==> config.mk <==
export PLATFORM = sky130hd
export DESIGN_NAME = string_escape_decoder_unit
export DESIGN_NICKNAME = d
export VERILOG_FILES = /design/src/rtl/sed_pkg.sv /design/src/rtl/string_escape_decoder_unit.sv /design/src/rtl/sed_front.sv /design/src/rtl/sed_fifo.sv /design/src/rtl/sed_back.sv
export SDC_FILE = /design/constraint.sdc
export NUM_CORES = 1
export LEC_CHECK = 0
export BUFFER_PORTS_ARGS = -buffer_cell sky130_fd_sc_hd__buf_4
export CELL_PAD_IN_SITES_DETAIL_PLACEMENT = 1
export CELL_PAD_IN_SITES_GLOBAL_PLACEMENT = 1
export CORE_UTILIZATION = 35
export DETAILED_ROUTE_END_ITERATION = 8
export PLACE_DENSITY_LB_ADDON = 0.05
export SYNTH_ARGS = -nofsm -noshare
export SYNTH_HDL_FRONTEND = slang
export SYNTH_SLANG_ARGS = --single-unit
==> constraint.sdc <==
create_clock -name clk -period 10.9 [get_ports clk]
set_input_delay 0.545 -clock clk [delete_from_list [all_inputs] [get_ports clk]]
set_output_delay 0.545 -clock clk [all_outputs]
set_load 0.01 [all_outputs]
==> src/rtl/sed_pkg.sv <==
// String escape decoder: shared types, codes and character helpers.
// Used by every module of the block and by the port checker.
package sed_pkg;

	localparam int unsigned MAX_RESULTS = 4;

	localparam logic [1:0] KIND_DATA  = 2'd0;
	localparam logic [1:0] KIND_END   = 2'd1;
	localparam logic [1:0] KIND_RANGE = 2'd2;
	localparam logic [1:0] KIND_SURR  = 2'd3;

	localparam logic [7:0] CH_BSLASH = 8'h5C;
	localparam logic [7:0] CH_LOW_U  = 8'h75;
	localparam logic [7:0] CH_UP_U   = 8'h55;
	localparam logic [7:0] CH_LOW_X  = 8'h78;
	localparam logic [7:0] CH_UP_X   = 8'h58;

	localparam logic [31:0] CP_MAX      = 32'h0010_FFFF;
	localparam logic [31:0] CP_SURR_LO  = 32'h0000_D800;
	localparam logic [31:0] CP_SURR_HI  = 32'h0000_DFFF;
	localparam logic [31:0] CP_1BYTE    = 32'h0000_007F;
	localparam logic [31:0] CP_2BYTE    = 32'h0000_07FF;
	localparam logic [31:0] CP_3BYTE    = 32'h0000_FFFF;

	typedef enum logic [5:0] {
		MODE_IDLE = 6'b000001,
		MODE_ESC  = 6'b000010,
		MODE_HEX  = 6'b000100,
		MODE_OCT  = 6'b001000,
		MODE_UNI  = 6'b010000,
		MODE_DROP = 6'b100000
	} mode_t;

	// All results caused by one input transaction, in order.
	typedef struct packed {
		logic [2:0]                   cnt;
		logic [MAX_RESULTS-1:0][7:0]  data_b;
		logic [MAX_RESULTS-1:0][1:0]  kind_b;
	} bundle_t;

	function automatic bundle_t put(bundle_t b, logic [7:0] d, logic [1:0] k);
		bundle_t r;
		r = b;
		r.data_b[b.cnt[1:0]] = d;
		r.kind_b[b.cnt[1:0]] = k;
		r.cnt = b.cnt + 3'd1;
		return r;
	endfunction

	// {valid, value}
	function automatic logic [4:0] hex_nibble(logic [7:0] c);
		logic [4:0] r;
		r = '0;
		if (c inside {[8'h30:8'h39]}) begin
			r = {1'b1, c[3:0]};
		end else if (c inside {[8'h61:8'h66], [8'h41:8'h46]}) begin
			r = {1'b1, c[3:0] + 4'd9};
		end
		return r;
	endfunction

	function automatic logic is_oct(logic [7:0] c);
		return c inside {[8'h30:8'h37]};
	endfunction

	// {hit, value}
	function automatic logic [8:0] simple_esc(logic [7:0] c);
		logic [8:0] r;
		r = '0;
		case (c)
			8'h61: r = {1'b1, 8'd7};
			8'h62: r = {1'b1, 8'd8};
			8'h66: r = {1'b1, 8'd12};
			8'h6E: r = {1'b1, 8'd10};
			8'h72: r = {1'b1, 8'd13};
			8'h74: r = {1'b1, 8'd9};
			8'h76: r = {1'b1, 8'd11};
			8'h5C, 8'h27, 8'h22, 8'h3F: r = {1'b1, c};
			default: r = '0;
		endcase
		return r;
	endfunction

endpackage

==> src/rtl/string_escape_decoder_unit.sv <==
// String escape decoder top level: front end, bundle queue and output serializer.
// Depends on sed_pkg, sed_front, sed_fifo and sed_back.
//
// Usage:
//   Input stream carries one string body character per transaction in s_tdata;
//   s_tlast marks the end-of-string transaction (s_tdata ignored there).
//   Output stream carries one result per transaction: decoded byte in m_tdata,
//   result kind in m_tuser (data, string end, out of range, surrogate), and
//   m_tlast on the final result caused by one input transaction.
// Path: a transaction that yields results enters the queue when it is accepted,
//   and its first result is loaded into the output register once it is free.
// Throughput: one input transaction per cycle while each one yields at most one
//   result and m_tready is high; the output register moves one result per cycle
//   while m_tready is high, so a multi-byte UTF-8 sequence or an escape flush,
//   two to four results, leaves the output one result at a time. The queue of
//   QUEUE_DEPTH bundles absorbs these bursts; s_tready drops only when full.
// Reset: clears the escape state to plain-character mode and empties the queue.
// Stall: while m_tready is low the output holds; input keeps flowing until the
//   queue fills.
module string_escape_decoder_unit #(
	parameter int unsigned QUEUE_DEPTH = 4
) (
	input  logic       clk,
	input  logic       arst_n,
	input  logic       s_tvalid,
	output logic       s_tready,
	input  logic [7:0] s_tdata,   // [7:0] ch
	input  logic       s_tlast,   // body_end
	output logic       m_tvalid,
	input  logic       m_tready,
	output logic [7:0] m_tdata,   // [7:0] out_byte
	output logic [1:0] m_tuser,   // [1:0] kind
	output logic       m_tlast    // last
);

	logic             push;
	logic             full;
	logic             pop;
	logic             not_empty;
	sed_pkg::bundle_t wr_bundle;
	sed_pkg::bundle_t head;

	assign s_tready = !full;

	sed_front u_front (
		.clk      (clk),
		.arst_n   (arst_n),
		.in_valid (s_tvalid),
		.in_ready (s_tready),
		.ch       (s_tdata),
		.body_end (s_tlast),
		.push     (push),
		.bundle   (wr_bundle)
	);

	sed_fifo #(
		.DEPTH (QUEUE_DEPTH)
	) u_fifo (
		.clk       (clk),
		.arst_n    (arst_n),
		.push      (push),
		.wr_bundle (wr_bundle),
		.full      (full),
		.pop       (pop),
		.not_empty (not_empty),
		.head      (head)
	);

	sed_back u_back (
		.clk        (clk),
		.arst_n     (arst_n),
		.head_valid (not_empty),
		.head       (head),
		.pop        (pop),
		.m_tvalid   (m_tvalid),
		.m_tready   (m_tready),
		.m_tdata    (m_tdata),
		.m_tuser    (m_tuser),
		.m_tlast    (m_tlast)
	);

endmodule

==> src/rtl/sed_front.sv <==
// Front end: accepts characters, tracks escape state, builds result bundles.
// Depends on sed_pkg.
module sed_front (
	input  logic              clk,
	input  logic              arst_n,
	input  logic              in_valid,
	input  logic              in_ready,
	input  logic [7:0]        ch,
	input  logic              body_end,
	output logic              push,
	output sed_pkg::bundle_t  bundle
);

	sed_pkg::mode_t mode_q, nxt_mode;
	logic [31:0]    acc_q, nxt_acc;
	logic [3:0]     cnt_q, nxt_cnt;
	logic           long_q, nxt_long;

	logic [4:0]     hx;
	logic [8:0]     se;
	logic [7:0]     acc_hex;
	logic [8:0]     acc_oct;
	logic [31:0]    cp;
	logic [3:0]     cnt_inc;
	logic [3:0]     uni_len;
	sed_pkg::bundle_t b;

	always_comb begin
		hx       = sed_pkg::hex_nibble(ch);
		se       = sed_pkg::simple_esc(ch);
		acc_hex  = {acc_q[3:0], hx[3:0]};
		acc_oct  = {acc_q[5:0], ch[2:0]};
		cp       = {acc_q[27:0], (hx[4] ? hx[3:0] : 4'd0)};
		cnt_inc  = cnt_q + 4'd1;
		uni_len  = long_q ? 4'd8 : 4'd4;
		nxt_mode = mode_q;
		nxt_acc  = acc_q;
		nxt_cnt  = cnt_q;
		nxt_long = long_q;
		b        = '0;
		if (body_end) begin
			if (mode_q == sed_pkg::MODE_HEX || mode_q == sed_pkg::MODE_OCT) begin
				b = sed_pkg::put(b, acc_q[7:0], sed_pkg::KIND_DATA);
			end else if (mode_q == sed_pkg::MODE_ESC) begin
				b = sed_pkg::put(b, 8'd0, sed_pkg::KIND_DATA);
			end
			b = sed_pkg::put(b, 8'd0, sed_pkg::KIND_END);
			nxt_mode = sed_pkg::MODE_IDLE;
			nxt_acc  = '0;
			nxt_cnt  = '0;
			nxt_long = 1'b0;
		end else begin
			case (mode_q)
				sed_pkg::MODE_ESC: begin
					nxt_mode = sed_pkg::MODE_IDLE;
					nxt_acc  = '0;
					nxt_cnt  = '0;
					nxt_long = 1'b0;
					if (se[8]) begin
						b = sed_pkg::put(b, se[7:0], sed_pkg::KIND_DATA);
					end else if (ch == sed_pkg::CH_LOW_U || ch == sed_pkg::CH_UP_U) begin
						nxt_mode = sed_pkg::MODE_UNI;
						nxt_long = (ch == sed_pkg::CH_UP_U);
					end else if (ch == sed_pkg::CH_LOW_X || ch == sed_pkg::CH_UP_X) begin
						nxt_mode = sed_pkg::MODE_HEX;
					end else if (sed_pkg::is_oct(ch)) begin
						nxt_mode = sed_pkg::MODE_OCT;
						nxt_acc  = {29'd0, ch[2:0]};
						nxt_cnt  = 4'd1;
					end else begin
						b = sed_pkg::put(b, 8'd0, sed_pkg::KIND_DATA);
						b = sed_pkg::put(b, ch, sed_pkg::KIND_DATA);
					end
				end
				sed_pkg::MODE_HEX: begin
					if (hx[4] && cnt_inc < 4'd2) begin
						nxt_acc = {24'd0, acc_hex};
						nxt_cnt = cnt_inc;
					end else begin
						nxt_mode = sed_pkg::MODE_IDLE;
						nxt_acc  = '0;
						nxt_cnt  = '0;
						nxt_long = 1'b0;
						if (hx[4]) begin
							b = sed_pkg::put(b, acc_hex, sed_pkg::KIND_DATA);
						end else begin
							b = sed_pkg::put(b, acc_q[7:0], sed_pkg::KIND_DATA);
							if (ch == sed_pkg::CH_BSLASH) begin
								nxt_mode = sed_pkg::MODE_ESC;
							end else begin
								b = sed_pkg::put(b, ch, sed_pkg::KIND_DATA);
							end
						end
					end
				end
				sed_pkg::MODE_OCT: begin
					if (sed_pkg::is_oct(ch) && cnt_inc < 4'd3) begin
						nxt_acc = {23'd0, acc_oct};
						nxt_cnt = cnt_inc;
					end else begin
						nxt_mode = sed_pkg::MODE_IDLE;
						nxt_acc  = '0;
						nxt_cnt  = '0;
						nxt_long = 1'b0;
						if (sed_pkg::is_oct(ch)) begin
							b = sed_pkg::put(b, acc_oct[7:0], sed_pkg::KIND_DATA);
						end else begin
							b = sed_pkg::put(b, acc_q[7:0], sed_pkg::KIND_DATA);
							if (ch == sed_pkg::CH_BSLASH) begin
								nxt_mode = sed_pkg::MODE_ESC;
							end else begin
								b = sed_pkg::put(b, ch, sed_pkg::KIND_DATA);
							end
						end
					end
				end
				sed_pkg::MODE_UNI: begin
					nxt_acc = cp;
					nxt_cnt = cnt_inc;
					if (cnt_inc >= uni_len) begin
						if (cp > sed_pkg::CP_MAX) begin
							nxt_mode = sed_pkg::MODE_DROP;
							b = sed_pkg::put(b, 8'd0, sed_pkg::KIND_RANGE);
						end else if (cp >= sed_pkg::CP_SURR_LO && cp <= sed_pkg::CP_SURR_HI) begin
							nxt_mode = sed_pkg::MODE_DROP;
							b = sed_pkg::put(b, 8'd0, sed_pkg::KIND_SURR);
						end else begin
							nxt_mode = sed_pkg::MODE_IDLE;
							nxt_acc  = '0;
							nxt_cnt  = '0;
							nxt_long = 1'b0;
							if (cp <= sed_pkg::CP_1BYTE) begin
								b = sed_pkg::put(b, cp[7:0], sed_pkg::KIND_DATA);
							end else if (cp <= sed_pkg::CP_2BYTE) begin
								b = sed_pkg::put(b, {3'b110, cp[10:6]}, sed_pkg::KIND_DATA);
								b = sed_pkg::put(b, {2'b10, cp[5:0]}, sed_pkg::KIND_DATA);
							end else if (cp <= sed_pkg::CP_3BYTE) begin
								b = sed_pkg::put(b, {4'b1110, cp[15:12]}, sed_pkg::KIND_DATA);
								b = sed_pkg::put(b, {2'b10, cp[11:6]}, sed_pkg::KIND_DATA);
								b = sed_pkg::put(b, {2'b10, cp[5:0]}, sed_pkg::KIND_DATA);
							end else begin
								b = sed_pkg::put(b, {5'b11110, cp[20:18]}, sed_pkg::KIND_DATA);
								b = sed_pkg::put(b, {2'b10, cp[17:12]}, sed_pkg::KIND_DATA);
								b = sed_pkg::put(b, {2'b10, cp[11:6]}, sed_pkg::KIND_DATA);
								b = sed_pkg::put(b, {2'b10, cp[5:0]}, sed_pkg::KIND_DATA);
							end
						end
					end
				end
				sed_pkg::MODE_DROP: begin
					nxt_mode = sed_pkg::MODE_DROP;
				end
				default: begin
					nxt_mode = sed_pkg::MODE_IDLE;
					nxt_acc  = '0;
					nxt_cnt  = '0;
					nxt_long = 1'b0;
					if (ch == sed_pkg::CH_BSLASH) begin
						nxt_mode = sed_pkg::MODE_ESC;
					end else begin
						b = sed_pkg::put(b, ch, sed_pkg::KIND_DATA);
					end
				end
			endcase
		end
	end

	assign bundle = b;
	assign push   = in_valid && in_ready && (b.cnt != 3'd0);

	always_ff @(posedge clk or negedge arst_n) begin
		if (!arst_n) begin
			mode_q <= sed_pkg::MODE_IDLE;
			acc_q  <= '0;
			cnt_q  <= '0;
			long_q <= 1'b0;
		end else if (in_valid && in_ready) begin
			mode_q <= nxt_mode;
			acc_q  <= nxt_acc;
			cnt_q  <= nxt_cnt;
			long_q <= nxt_long;
		end
	end

endmodule

==> src/rtl/sed_fifo.sv <==
// Bundle queue between the front end and the output serializer.
// Depends on sed_pkg.
module sed_fifo #(
	parameter int unsigned DEPTH = 4
) (
	input  logic              clk,
	input  logic              arst_n,
	input  logic              push,
	input  sed_pkg::bundle_t  wr_bundle,
	output logic              full,
	input  logic              pop,
	output logic              not_empty,
	output sed_pkg::bundle_t  head
);

	localparam int unsigned PTR_W = (DEPTH > 1) ? $clog2(DEPTH) : 1;
	localparam int unsigned CNT_W = $clog2(DEPTH + 1);

	sed_pkg::bundle_t   mem_q [DEPTH];
	logic [PTR_W-1:0]   wr_ptr_q, rd_ptr_q;
	logic [CNT_W-1:0]   count_q;

	function automatic logic [PTR_W-1:0] bump(logic [PTR_W-1:0] p);
		return (p == PTR_W'(DEPTH - 1)) ? '0 : p + PTR_W'(1);
	endfunction

	assign full      = (count_q == CNT_W'(DEPTH));
	assign not_empty = (count_q != '0);
	assign head      = mem_q[rd_ptr_q];

	always_ff @(posedge clk) begin
		if (push) begin
			mem_q[wr_ptr_q] <= wr_bundle;
		end
	end

	always_ff @(posedge clk or negedge arst_n) begin
		if (!arst_n) begin
			wr_ptr_q <= '0;
			rd_ptr_q <= '0;
			count_q  <= '0;
		end else begin
			if (push) begin
				wr_ptr_q <= bump(wr_ptr_q);
			end
			if (pop) begin
				rd_ptr_q <= bump(rd_ptr_q);
			end
			if (push && !pop) begin
				count_q <= count_q + CNT_W'(1);
			end else if (pop && !push) begin
				count_q <= count_q - CNT_W'(1);
			end
		end
	end

endmodule

==> src/rtl/sed_back.sv <==
// Output serializer: walks the head bundle into a register one result per cycle,
// while the output is not stalled. Depends on sed_pkg.
module sed_back (
	input  logic              clk,
	input  logic              arst_n,
	input  logic              head_valid,
	input  sed_pkg::bundle_t  head,
	output logic              pop,
	output logic              m_tvalid,
	input  logic              m_tready,
	output logic [7:0]        m_tdata,
	output logic [1:0]        m_tuser,
	output logic              m_tlast
);

	logic       load;
	logic       is_last;
	logic [1:0] idx_q;
	logic       valid_q;
	logic [7:0] data_q;
	logic [1:0] user_q;
	logic       last_q;

	assign load    = !valid_q || m_tready;
	assign is_last = (({1'b0, idx_q} + 3'd1) == head.cnt);
	assign pop     = load && head_valid && is_last;

	always_ff @(posedge clk or negedge arst_n) begin
		if (!arst_n) begin
			valid_q <= 1'b0;
			idx_q   <= '0;
		end else if (load) begin
			valid_q <= head_valid;
			if (head_valid) begin
				idx_q <= is_last ? 2'd0 : idx_q + 2'd1;
			end
		end
	end

	always_ff @(posedge clk) begin
		if (load && head_valid) begin
			data_q <= head.data_b[idx_q];
			user_q <= head.kind_b[idx_q];
			last_q <= is_last;
		end
	end

	assign m_tvalid = valid_q;
	assign m_tdata  = data_q;
	assign m_tuser  = user_q;
	assign m_tlast  = last_q;

endmodule

==> metrics.md, run 1 <==
| Metric | Value |
|---|---|
| Synth Register Bits | 200 |
| RSZ-0062 raised after global routing | no |
| Chip Width | 170 um |
| Flop pwr share | 46.0% |
| Area Growth Syn to Fin | 11.7% |
| Most common cell after layout, fill and taps aside | edfxtp_1 |
| CTS HTree Levels | 4 |
| GPL Wtd Cong | about 0.9 |
| Final Critical Period | 4.16 ns |
| IO Count | 26 |
| Initial core utilization | 35.6% |
| CTS Buffer Depth | 2 |
| Critical Path Most Common Cell | ha_1 |
| Core area | roughly 28000 sq um |
| PD cells | just over 200 nW/um^2 |
| Synth top area share | around 46% |
| Cts repair resizes | 0 |
| CTS buffer count | 17 |
| Top_reg_cell synth | edfxtp_1 |
| ANT nets after route | 0 |
| Drt total wl | around 28 mm |
| Hold WS | ~0.13 ns |
| Final Hold Violating Endpoints | 0 |
| Worst setup path class | reg2reg |
| Synth Area per Inst | around 13 sq um |
| Cells after DPL | 1111 |
| NumNets Final | 782 |
| Setup violators final | 0 |
| Ys Warns | 0 |
| Post-CTS Setup Inserts | 0 |
| Worst setup EP type | flip-flop |
| WL/cell | approximately 25 um |
| Sw Ratio | between 30 and 40% |
| CP cell instances | ha_1 -> xnor2_1 -> ha_1 -> and3_1 -> nor3_1 -> or4b_1 -> nor3_2 -> inv_2 -> a31oi_4 -> ha_1 -> inv_1 -> fa_1 -> xor2_1 -> nor2_1 -> xor2_1 |
| Clock slew at reported path FFs | around 0.08 ns |
| Clock Sinks | 200 |
| Global-route wire length before repair | ~43 mm |
| Fin Setup TNS | 0 ns |
| Final Power | approximately 2.3 mW |
| Row cnt | 61 |
| Slowest cell on crit path | or4b_1 |
| Status | completed |
| Crit path max fanout | 8 |
| Layout cells sized above 1 | between 10% and 20% |
| Fin cells | around 1.1k |
| Via count of the routed design | 6548 |
| Post-synthesis sequential area ratio | between 50% and 60% |
| Root Driver | clkbuf_16 |
| Post-synth top area cell | edfxtp_1 |
| Slew Limit Fails | 0 |
| Achievable Freq | 240 MHz |
| Drt first pass iters | 5 |
| Die area | approximately 29000 sq um |
| Crit start category | flip-flop |
| Arrival time at the worst endpoint | 4.52 ns |
| Input/output buffers | 25 |
| Max-Cap Viols | 0 |
| Pin count of the biggest net entering global routing | 50 |
| Detailed-route vias per instance | 5.73 |
| Clk network pwr share | 28.8% |
| Cells after synthesis | ~740 |
| Number of fill cells | 2899 |
| Commonest cells after routing, fill and taps aside | edfxtp_1, nand2_1, dfrtp_1 |
| Async set-reset flop share out of synthesis | 24.5% |
| Hpwl dp | 19.3 mm |
| Net Count, Synth | 773 |
| Critical Path RT | between 10 and 15 ns |
| Pleak | a little under 4 nW |
| VDD IR max | approximately 0.10 mV |
| Clock latency on the worst-skew pair | between 0.4 and 0.5 ns |
| CTS tree | done |
| Antenna violations before repair | 0 |
| Switch Pwr | approximately 0.70 mW |
| Worst hold-check path type | in2async |
| Final Util | approximately two fifths |
| DRC | 0 |
| Hold_buf cts | 0 |
| Netlist cell types | 90 |
| Relative slew margins | about a fifth |
| Measured slew at the worst slew-check pin | 1.19 ns |
| Layout Skew | ~0.014 ns |
| Total grt overflow | 0 |
| Antenna cell count | 0 |
| Cell Area, Synth | 9880 sq um |
| Logic gate share of total power | between 20% and 30% |
| Drt initial violations | between 500 and 600 |
| Synth top area cells | edfxtp_1, dfrtp_1, mux4_2, nand2_1, ha_1 |
| Slowest stage delay, CP | 0.58 ns |
| P_int | 1.56 mW |
| Die Height | around 170 um |
| All-Layer GR Usage | 20.5% |
| Vias in the first global route | roughly 6.8k |
| EDFF count, synth | 151 |
| Final worst path period share | 38.2% |
==> cell families (layout without fill, tap and decap cells) <==
group,count (synthesis),count (layout),synth area share (%)
compound gates,171,171,12.5
simple gates,221,221,12.1
mux,57,57,11.3
buf+inv,67,89,2.67
fa+ha+maj,17,17,2.23
xor+xnor,10,10,0.887
flops,200,200,58.3
==> stage by stage <==
stage	cell area, sq um	worst slack [ns]
4_1_cts	11000	6.70
6_report	11000	6.74
5_1_grt	11000	6.49
2_1_floorplan	9880	6.96
3_3_place_gp	10400	6.79
3_5_place_dp	10400	6.67
==> path summary, 6_finish.rpt <==
check,from,end,slack [ns],depth (start not counted)
max,u_front.cnt_q[0],u_fifo.count_q[2],6.74,15
min,arst_n,u_front.mode_q[2],0.13,1
max reg2reg,u_front.cnt_q[0],u_fifo.count_q[2],6.74,15
min reg2reg,u_fifo.count_q[2],u_fifo.count_q[2],0.51,1
max in group asynchronous,arst_n,u_fifo.rd_ptr_q[0],10.28,1
min in group clk,m_tready,u_back.m_tvalid,0.35,4
==> final cells by class <==
cell class | instances | area [sq um] | share of cell area [%]
flip-flops and latches | 200 | 5760 | 52.3
multi-input cells | 476 | 3850 | 34.9
well taps | 378 | 473 | 4.29
clock buffers | 17 | 425 | 3.86
repair buffers | 32 | 240 | 2.18
clock inverters | 15 | 181 | 1.64
inverters | 25 | 93.8 | 0.851
==> power by group through the flow <==
stage / clock, mW / sequential (mW) / combinational (mW)
after floorplan: 0 / 1.04 / 0.406
after global placement: 0 / 1.05 / 0.579
final: 0.653 / 1.04 / 0.570
after detailed placement: 0 / 1.06 / 0.591
after global routing: 0.700 / 1.06 / 0.626
after CTS: 0.673 / 1.04 / 0.592
==> critical path: cells and delay by family (launching register included) <==
| family | cells | cell delay (ns) |
|---|---|---|
| adder cells (fa/ha/maj) | 4 | 1.16 |
| XOR/XNOR | 3 | 0.49 |
| buffers and inverters | 2 | 0.17 |
| AO/OA/AOI/OAI | 1 | 0.31 |
| flip-flops | 1 | 0.48 |
| AND/OR/NAND/NOR | 5 | 1.45 |
==> cell usage after synthesis (4+ instances only) <==
library cell / count
a22o_1: 19
clkbuf_1: 32
buf_1: 5
nand2_1: 63
mux4_2: 42
nor3_1: 17
nand3b_1: 7
xor2_1: 5
or3_1: 7
a211oi_1: 8
o21ai_0: 27
nor2b_1: 7
inv_1: 22
a21o_1: 6
mux2i_1: 6
nand3_1: 14
nor4_1: 10
mux2_2: 7
o21ai_1: 8
and3_1: 9
a22oi_1: 15
xnor2_1: 5
a31oi_1: 7
o21bai_1: 4
buf_2: 4
o221ai_1: 5
nand2b_1: 4
nor2_1: 41
a21oi_1: 31
ha_1: 16
edfxtp_1: 151
and2_1: 8
or4_1: 4
dfrtp_1: 48
==> metal layers <==
layer | vias to the layer above | GRT usage, % | part of all wire, %
li1 | 2927 | - | -
met3 | 61 | 3.16 | 3.1
met4 | 0 | 9.01 | 3.3
met2 | 148 | 32.6 | 48
met1 | 3412 | 27.9 | 46
met5 | - | 0 | 0
==> flip-flops by register name, indices dropped and copies added, names as in the netlist <==
name,flops
u_fifo.mem_q,140
u_front.acc_q,28
u_back.m_tdata,8
u_front.mode_q,6
u_front.cnt_q,4
u_fifo.count_q,3
u_back.idx_q,2
u_back.m_tuser,2
u_fifo.rd_ptr_q,2
u_fifo.wr_ptr_q,2
u_back.m_tlast,1
u_back.m_tvalid,1
u_front.long_q,1
Note: power is estimated with default switching activity, not from simulation.
==> run 2, diff against run 1 <==
- clock period: 10.9 -> 4.3 ns (I/O delays scaled with it)
==> run 2 against run 1 <==
Final cell count is 1.4% higher. Fmax is 5.3% higher. Wire length is 0.21% lower. Count of clock-buffer cells in the layout stayed put. Sequential power is 150% higher. Global-route usage is 0.17 points higher. Critical path depth is 2 lower. Register-to-register slack worse by 6.4 ns. Via count is 1.2% higher. Hold slack better by 0.082 ns.
==> metrics.md, run 2 (synthesis results as in run 1) <==
| Metric | Value |
|---|---|
| Status | completed (unchanged) |
| Drt total wl | 28.1 mm (was 28.2 mm) |
| Hpwl dp | 19.6 mm (was 19.3 mm) |
| Layout Skew | 0.0157 ns (was 0.0141 ns) |
| Clock slew at reported path FFs | 0.09 ns (was 0.08 ns) |
| Critical Path RT | 4.64 ns (was 11.26 ns) |
| Die area | 28900 sq um (unchanged) |
| CTS Buffer Depth | 2 (unchanged) |
| Final worst path period share | 91.9% (was 38.2%) |
| Achievable Freq | 253 MHz (was 240 MHz) |
| Post-CTS Setup Inserts | 0 (unchanged) |
| DRC | 0 (unchanged) |
| All-Layer GR Usage | 20.7% (was 20.5%) |
| Input/output buffers | 25 (unchanged) |
| Die Height | 170 um (unchanged) |
| Via count of the routed design | 6629 (was 6548) |
| Detailed-route vias per instance | 5.72 (was 5.73) |
| Final Hold Violating Endpoints | 0 (unchanged) |
| CTS buffer count | 17 (unchanged) |
| Crit start category | flip-flop (unchanged) |
| Initial core utilization | 35.6% (unchanged) |
| Hold WS | 0.210 ns (was 0.128 ns) |
| IO Count | 26 (unchanged) |
| Drt initial violations | 448 (was 512) |
| Layout cells sized above 1 | 20.4% (was 18.8%) |
| Worst setup path class | reg2reg (unchanged) |
| Worst setup EP type | flip-flop (unchanged) |
| Global-route wire length before repair | 43.9 mm (was 43.2 mm) |
| Max-Cap Viols | 0 (unchanged) |
| Crit path max fanout | 8 (unchanged) |
| CTS HTree Levels | 4 (unchanged) |
| Measured slew at the worst slew-check pin | 0.929 ns (was 1.19 ns) |
| Total grt overflow | 0 (unchanged) |
| Fin cells | 1159 (was 1143) |
| Worst hold-check path type | in2reg (was in2async) |
| PD cells | 526 nW/um^2 (was 205 nW/um^2) |
| Pleak | 4.03 nW (was 3.91 nW) |
| Cells after DPL | 1125 (was 1111) |
| Max reg flops | 140 (unchanged) |
| Chip Width | 170 um (unchanged) |
| Core area | 27800 sq um (unchanged) |
| ANT nets after route | 0 (unchanged) |
| Pin count of the biggest net entering global routing | 50 (unchanged) |
| Antenna violations before repair | 0 (unchanged) |
| WL/cell | 24.3 um (was 24.6 um) |
| Area Growth Syn to Fin | 14.0% (was 11.7%) |
| Drt first pass iters | 5 (unchanged) |
| Final Critical Period | 3.95 ns (was 4.16 ns) |
| Relative slew margins | 38.1% (was 19.9%) |
| Slew Limit Fails | 0 (unchanged) |
| Root Driver | clkbuf_16 (unchanged) |
| Setup violators final | 0 (unchanged) |
| Fin Setup TNS | 0 ns (unchanged) |
| Most common cell after layout, fill and taps aside | edfxtp_1 (unchanged) |
| Antenna cell count | 0 (unchanged) |
| Clock latency on the worst-skew pair | 0.44 ns (was 0.45 ns) |
| Clock Sinks | 200 (unchanged) |
| VDD IR max | 0.212 mV (was 0.105 mV) |
| Number of fill cells | 2939 (was 2899) |
| NumNets Final | 798 (was 782) |
| Vias in the first global route | 7042 (was 6828) |
| GPL Wtd Cong | 0.858 (was 0.897) |
| Arrival time at the worst endpoint | 4.29 ns (was 4.52 ns) |
| Final worst setup slack | 0.348 ns (was 6.74 ns) |
| CTS tree | done (unchanged) |
| RSZ-0062 raised after global routing | no (unchanged) |
| Commonest cells after routing, fill and taps aside | edfxtp_1, nand2_1, dfrtp_1 (unchanged) |
| Row cnt | 61 (unchanged) |
| Pre-CTS WS | 0.434 ns (was 6.67 ns) |
| Most flop-heavy register | u_fifo.mem_q (unchanged) |
[run 2: cell count changes in the layout (fill, tap and decap cells not counted)]
cell           change
dlygate4sd3_1      +2
clkinv_1           -1
inv_16             +4
inv_8              -1
buf_12             +4
clkinv_8           +1
inv_6              -3
buf_4             +10
[run 2: power by group]
| group | switching [mW] | internal, mW | total (mW) |
|---|---|---|---|
| logic | 0.836 | 0.735 | 1.57 |
| registers | 0.103 | 2.48 | 2.58 |
| clock network | 0.932 | 0.839 | 1.77 |
[run 2: final timing paths]
check                                       start                  to  slack [ns]  cells past startpoint
worst max register to register   u_front.cnt_q[0]   u_fifo.count_q[1]        0.35                     13
worst min-delay path                   s_tdata[0]    u_front.acc_q[0]        0.21                      3
max in group asynchronous                  arst_n  u_fifo.rd_ptr_q[0]        3.49                      2
min in group asynchronous                  arst_n   u_front.mode_q[4]        0.34                      2
worst min register to register  u_fifo.count_q[2]   u_fifo.count_q[2]        0.50                      1
worst max-delay path             u_front.cnt_q[0]   u_fifo.count_q[1]        0.35                     13
[run 2: worst max-delay path, stage by stage (launching register included)]
cell,delay [ns]
dfrtp_1,0.48
ha_1,0.28
xnor2_1,0.22
ha_1,0.27
and3_1,0.21
o311ai_0,0.63
nor2_1,0.12
a41o_1,0.28
o22ai_2,0.17
a31oi_4,0.18
ha_1,0.26
inv_1,0.07
fa_1,0.40
mux2_2,0.27
[run 2: area by class of cell]
type	count	area, sq um	share of cell area (%)
timing repair buffer	48	415	3.69
sequential	200	5760	51.2
clock inverter	15	236	2.10
inverter	25	93.8	0.833
clock buffer	17	425	3.78
tap	378	473	4.20
multi-input combinational	476	3850	34.2
[run 2: through the flow]
stage | total power [mW] | util [%] | area [sq um]
finish | 5.92 | 40.5 | 11300
global route | 6.23 | 40.5 | 11300
CTS | 6.04 | 40.5 | 11300
detailed placement | 4.25 | 38.1 | 10600
global placement | 4.21 | 38.1 | 10600
floorplan | 3.67 | - | 9880
[run 2: per-layer routing]
metal	wire [um]	GRT usage, %
met5	0	0
met4	688	7.48
met3	803	2.63
met2	13900	34.5
met1	12800	27.7
[run 2: repair_timing]
action / in CTS / in global routing
hold buffers: 2 / 0
gates resized for setup: 0 / 0
hold endpoints to repair: 49 / 0
==> run 3, diff against run 2 <==
- CORE_ASPECT_RATIO: default -> 1.1
- CORE_MARGIN: default -> 3
- SYNTH_HIERARCHICAL: default -> 1
==> run 3 against run 2 <==
Critical path depth increased by 5. Clock skew increased by 0.0030 ns. Sequential power increased by 20%. Critical endpoint is now u_fifo/count_q[2]. Clock power increased by 14%. Area after synthesis increased by 15%. Flip-flop and latch count increased by 32. Power increased by 17%. First-iteration DRC count increased by 1.1%. Global-route usage decreased by 2.5 points.
==> metrics.md, run 3 <==
| Metric | Value |
|---|---|
| Slowest stage delay, CP | 0.53 ns (was 0.63 ns) |
| Cells after DPL | 1230 (was 1125) |
| Clock Sinks | 232 (was 200) |
| Worst hold-check path type | in2reg (unchanged) |
| FF-to-FF Start | u_front/cnt_q[0] (was u_front.cnt_q[0]) |
| Cts repair resizes | 0 (unchanged) |
| Synth Register Bits | 232 (was 200) |
| Area of the multi-input gates | 4180 sq um (was 3850 sq um) |
| Layout Skew | 0.0187 ns (was 0.0157 ns) |
| Setup violators final | 0 (unchanged) |
| Fin cells | 1279 (was 1159) |
| Final Critical Period | 3.96 ns (was 3.95 ns) |
| Vias in the first global route | 7742 (was 7042) |
| Pre-CTS WS | 0.323 ns (was 0.434 ns) |
| All-Layer GR Usage | 18.2% (was 20.7%) |
| Top_reg_cell synth | edfxtp_1 (unchanged) |
| Layout cells sized above 1 | 21.4% (was 20.4%) |
| Antenna cell count | 0 (unchanged) |
| Post-synth top area cell | edfxtp_1 (unchanged) |
| Status | completed (unchanged) |
| Crit path max fanout | 10 (was 8) |
| Measured slew at the worst slew-check pin | 1.08 ns (was 0.929 ns) |
| Cell Area, Synth | 11300 sq um (was 9880 sq um) |
| ANT nets after route | 0 (unchanged) |
| Hold Path Cell Cnt | 2 (was 3) |
| Synth Area per Inst | 14.1 sq um (was 13.3 sq um) |
| PD cells | 541 nW/um^2 (was 526 nW/um^2) |
| Pin count of the biggest net entering global routing | 50 (unchanged) |
| Pleak | 4.44 nW (was 4.03 nW) |
| Relative slew margins | 27.1% (was 38.1%) |
| Ys Warns | 6 (was 0) |
| Clock latency on the worst-skew pair | 0.52 ns (was 0.44 ns) |
| Clock slew at reported path FFs | 0.06 ns (was 0.09 ns) |
| GPL Wtd Cong | 0.884 (was 0.858) |
| CTS HTree Levels | 1 (was 4) |
| Initial core utilization | 35.8% (was 35.6%) |
| Hold WS | 0.0357 ns (was 0.210 ns) |
| Synth top area share | 48.5% (was 45.9%) |
| Synth top area cells | edfxtp_1, dfrtp_1, mux4_2, nand2_1, a22o_1 (was edfxtp_1, dfrtp_1, mux4_2, nand2_1, ha_1) |
| RSZ-0062 raised after global routing | no (unchanged) |
| Post-CTS Setup Inserts | 0 (unchanged) |
| Worst R2R End | u_fifo/count_q[2] (was u_fifo.count_q[1]) |
| EDFF count, synth | 183 (was 151) |
| Final worst setup slack | 0.336 ns (was 0.348 ns) |
| Drt first pass iters | 5 (unchanged) |
| Via count of the routed design | 7128 (was 6629) |
| Max-Cap Viols | 0 (unchanged) |
| Critical Path RT | 4.74 ns (was 4.64 ns) |
| Core area | 31700 sq um (was 27800 sq um) |
| Final worst path period share | 92.2% (was 91.9%) |
| Global-route wire length before repair | 48.0 mm (was 43.9 mm) |
| IO Count | 26 (unchanged) |
| R2R setup slack | 0.36 ns (was 0.35 ns) |
| Worst r2r path cells | 16 (was 13) |
| CTS Buffer Depth | 3 (was 2) |
| Crit start category | input port (was flip-flop) |
| Hold_buf cts | 3 (was 2) |
| Arrival time at the worst endpoint | 4.41 ns (was 4.29 ns) |
| Die Height | 195 um (was 170 um) |
| Input/output buffers | 25 (unchanged) |
| Worst setup EP type | flip-flop (unchanged) |
| Max reg flops | 172 (was 140) |
| Most common cell after layout, fill and taps aside | edfxtp_1 (unchanged) |
| Cells after synthesis | 806 (was 743) |
| Sequential Area | 6730 sq um (was 5760 sq um) |
| CP cell instances | dlygate4sd3_1 -> buf_4 -> inv_1 -> ha_1 -> or3b_2 -> nand4_1 -> and2_1 -> o21ai_4 -> a211oi_1 -> a211oi_1 -> a31oi_1 -> buf_4 -> ha_1 -> inv_1 -> fa_1 -> xor2_1 -> nor2_1 -> xor2_1 (was ha_1 -> xnor2_1 -> ha_1 -> and3_1 -> o311ai_0 -> nor2_1 -> a41o_1 -> o22ai_2 -> a31oi_4 -> ha_1 -> inv_1 -> fa_1 -> mux2_2) |
| Row cnt | 68 (was 61) |
| Detailed-route vias per instance | 5.57 (was 5.72) |
| Post-synthesis sequential area ratio | 59.4% (was 58.3%) |
| Drt total wl | 31.2 mm (was 28.1 mm) |
| CTS tree | done (unchanged) |
| Fin Setup TNS | 0 ns (unchanged) |
| Count leader, synth | edfxtp_1 (unchanged) |
| Netlist cell types | 90 (unchanged) |
| Hpwl dp | 21.2 mm (was 19.6 mm) |
| CTS buffer count | 25 (was 17) |
| Achievable Freq | 252 MHz (was 253 MHz) |
| Number of fill cells | 3258 (was 2939) |
| Die area | 34600 sq um (was 28900 sq um) |
| Most flop-heavy register | u_fifo/mem_q (was u_fifo.mem_q) |
| Commonest cells after routing, fill and taps aside | edfxtp_1, nand2_1, buf_4 (was edfxtp_1, nand2_1, dfrtp_1) |
| Area Growth Syn to Fin | 13.0% (was 14.0%) |
| NumNets Final | 870 (was 798) |
| DRC | 0 (unchanged) |
| Final Hold Violating Endpoints | 0 (unchanged) |
| WL/cell | 24.4 um (was 24.3 um) |
| Post-route cell area | 12800 sq um (was 11300 sq um) |
| Worst setup path class | in2reg (was reg2reg) |
| Async set-reset flop share out of synthesis | 21.1% (was 24.5%) |
| Hold EP | u_front/long_q (was u_front.acc_q[0]) |
| VDD IR max | 0.293 mV (was 0.212 mV) |
| Total grt overflow | 0 (unchanged) |
| Root Driver | clkbuf_16 (unchanged) |
| Placed cell area | 12000 sq um (was 10600 sq um) |
| Min-delay src | s_tdata[5] (was s_tdata[0]) |
| Antenna violations before repair | 0 (unchanged) |
| Drt initial violations | 453 (was 448) |
| Slowest cell on crit path | dlygate4sd3_1 (was o311ai_0) |
| Chip Width | 178 um (was 170 um) |
| Commonest cells in the netlist | edfxtp_1, nand2_1, dfrtp_1 (unchanged) |
| Slew Limit Fails | 0 (unchanged) |
## run 3: worst max-delay path by stage
stage / start / endpoint / slack [ns]
4_1_cts: u_front/cnt_q[0] / u_fifo/count_q[2] / 0.30
5_1_grt: u_front/cnt_q[1] / u_fifo/count_q[2] / 0.01
3_3_place_gp: s_tdata[1] / u_fifo/count_q[2] / 0.45
3_5_place_dp: u_front/cnt_q[0] / u_fifo/count_q[1] / 0.32
6_report: s_tdata[1] / u_fifo/count_q[2] / 0.34
2_1_floorplan: u_front/cnt_q[0] / u_fifo/mem_q[1][0] / 0.19
## run 3: routing by layer
layer | global-route usage (%) | wire length, um | part of all wire [%]
met1 | 24.1 | 13600 | 44
met2 | 31.4 | 16000 | 51
met3 | 2.23 | 862 | 2.8
met4 | 4.86 | 781 | 2.5
met5 | 0 | 0 | 0
## run 3: kinds of logic after synthesis
family / count (synthesis) / synth area share, %
adder cells (fa/ha/maj): 17 / 1.94
AO/OA/AOI/OAI: 176 / 11.2
other: 1 / 0.0331
XOR/XNOR: 8 / 0.619
AND/OR/NAND/NOR: 231 / 11.4
multiplexers: 61 / 11.5
flip-flops: 232 / 59.4
buffers and inverters: 80 / 4.00
## run 3: power breakdown
group          leakage, nW  total [mW]  internal [mW]  switching, mW
logic                 1.74        1.80          0.882          0.920
clock network        0.383        2.02           1.17          0.854
registers             2.32        3.10           2.94          0.156
## run 3: per-stage QoR
step	util (%)	total power, mW
global route	40.4	7.30
CTS	40.4	7.08
detailed placement	37.9	5.02
finish	40.4	6.92
floorplan	-	4.47
global placement	37.9	4.95
## run 3: final cells by class
type                       count  share of cell area [%]
multi-input combinational    500                    32.7
tap                          420                    4.11
clock buffer                  38                    5.66
timing repair buffer          60                    3.97
sequential                   232                    52.5
inverter                      21                   0.616
clock inverter                 8                   0.420
## run 3: critical path, delay by kind of cell
kind	cells	cell delay, ns
buf+inv	5	1.12
fa+ha+maj	3	0.83
compound gates	4	0.79
xor+xnor	2	0.33
simple gates	4	1.11
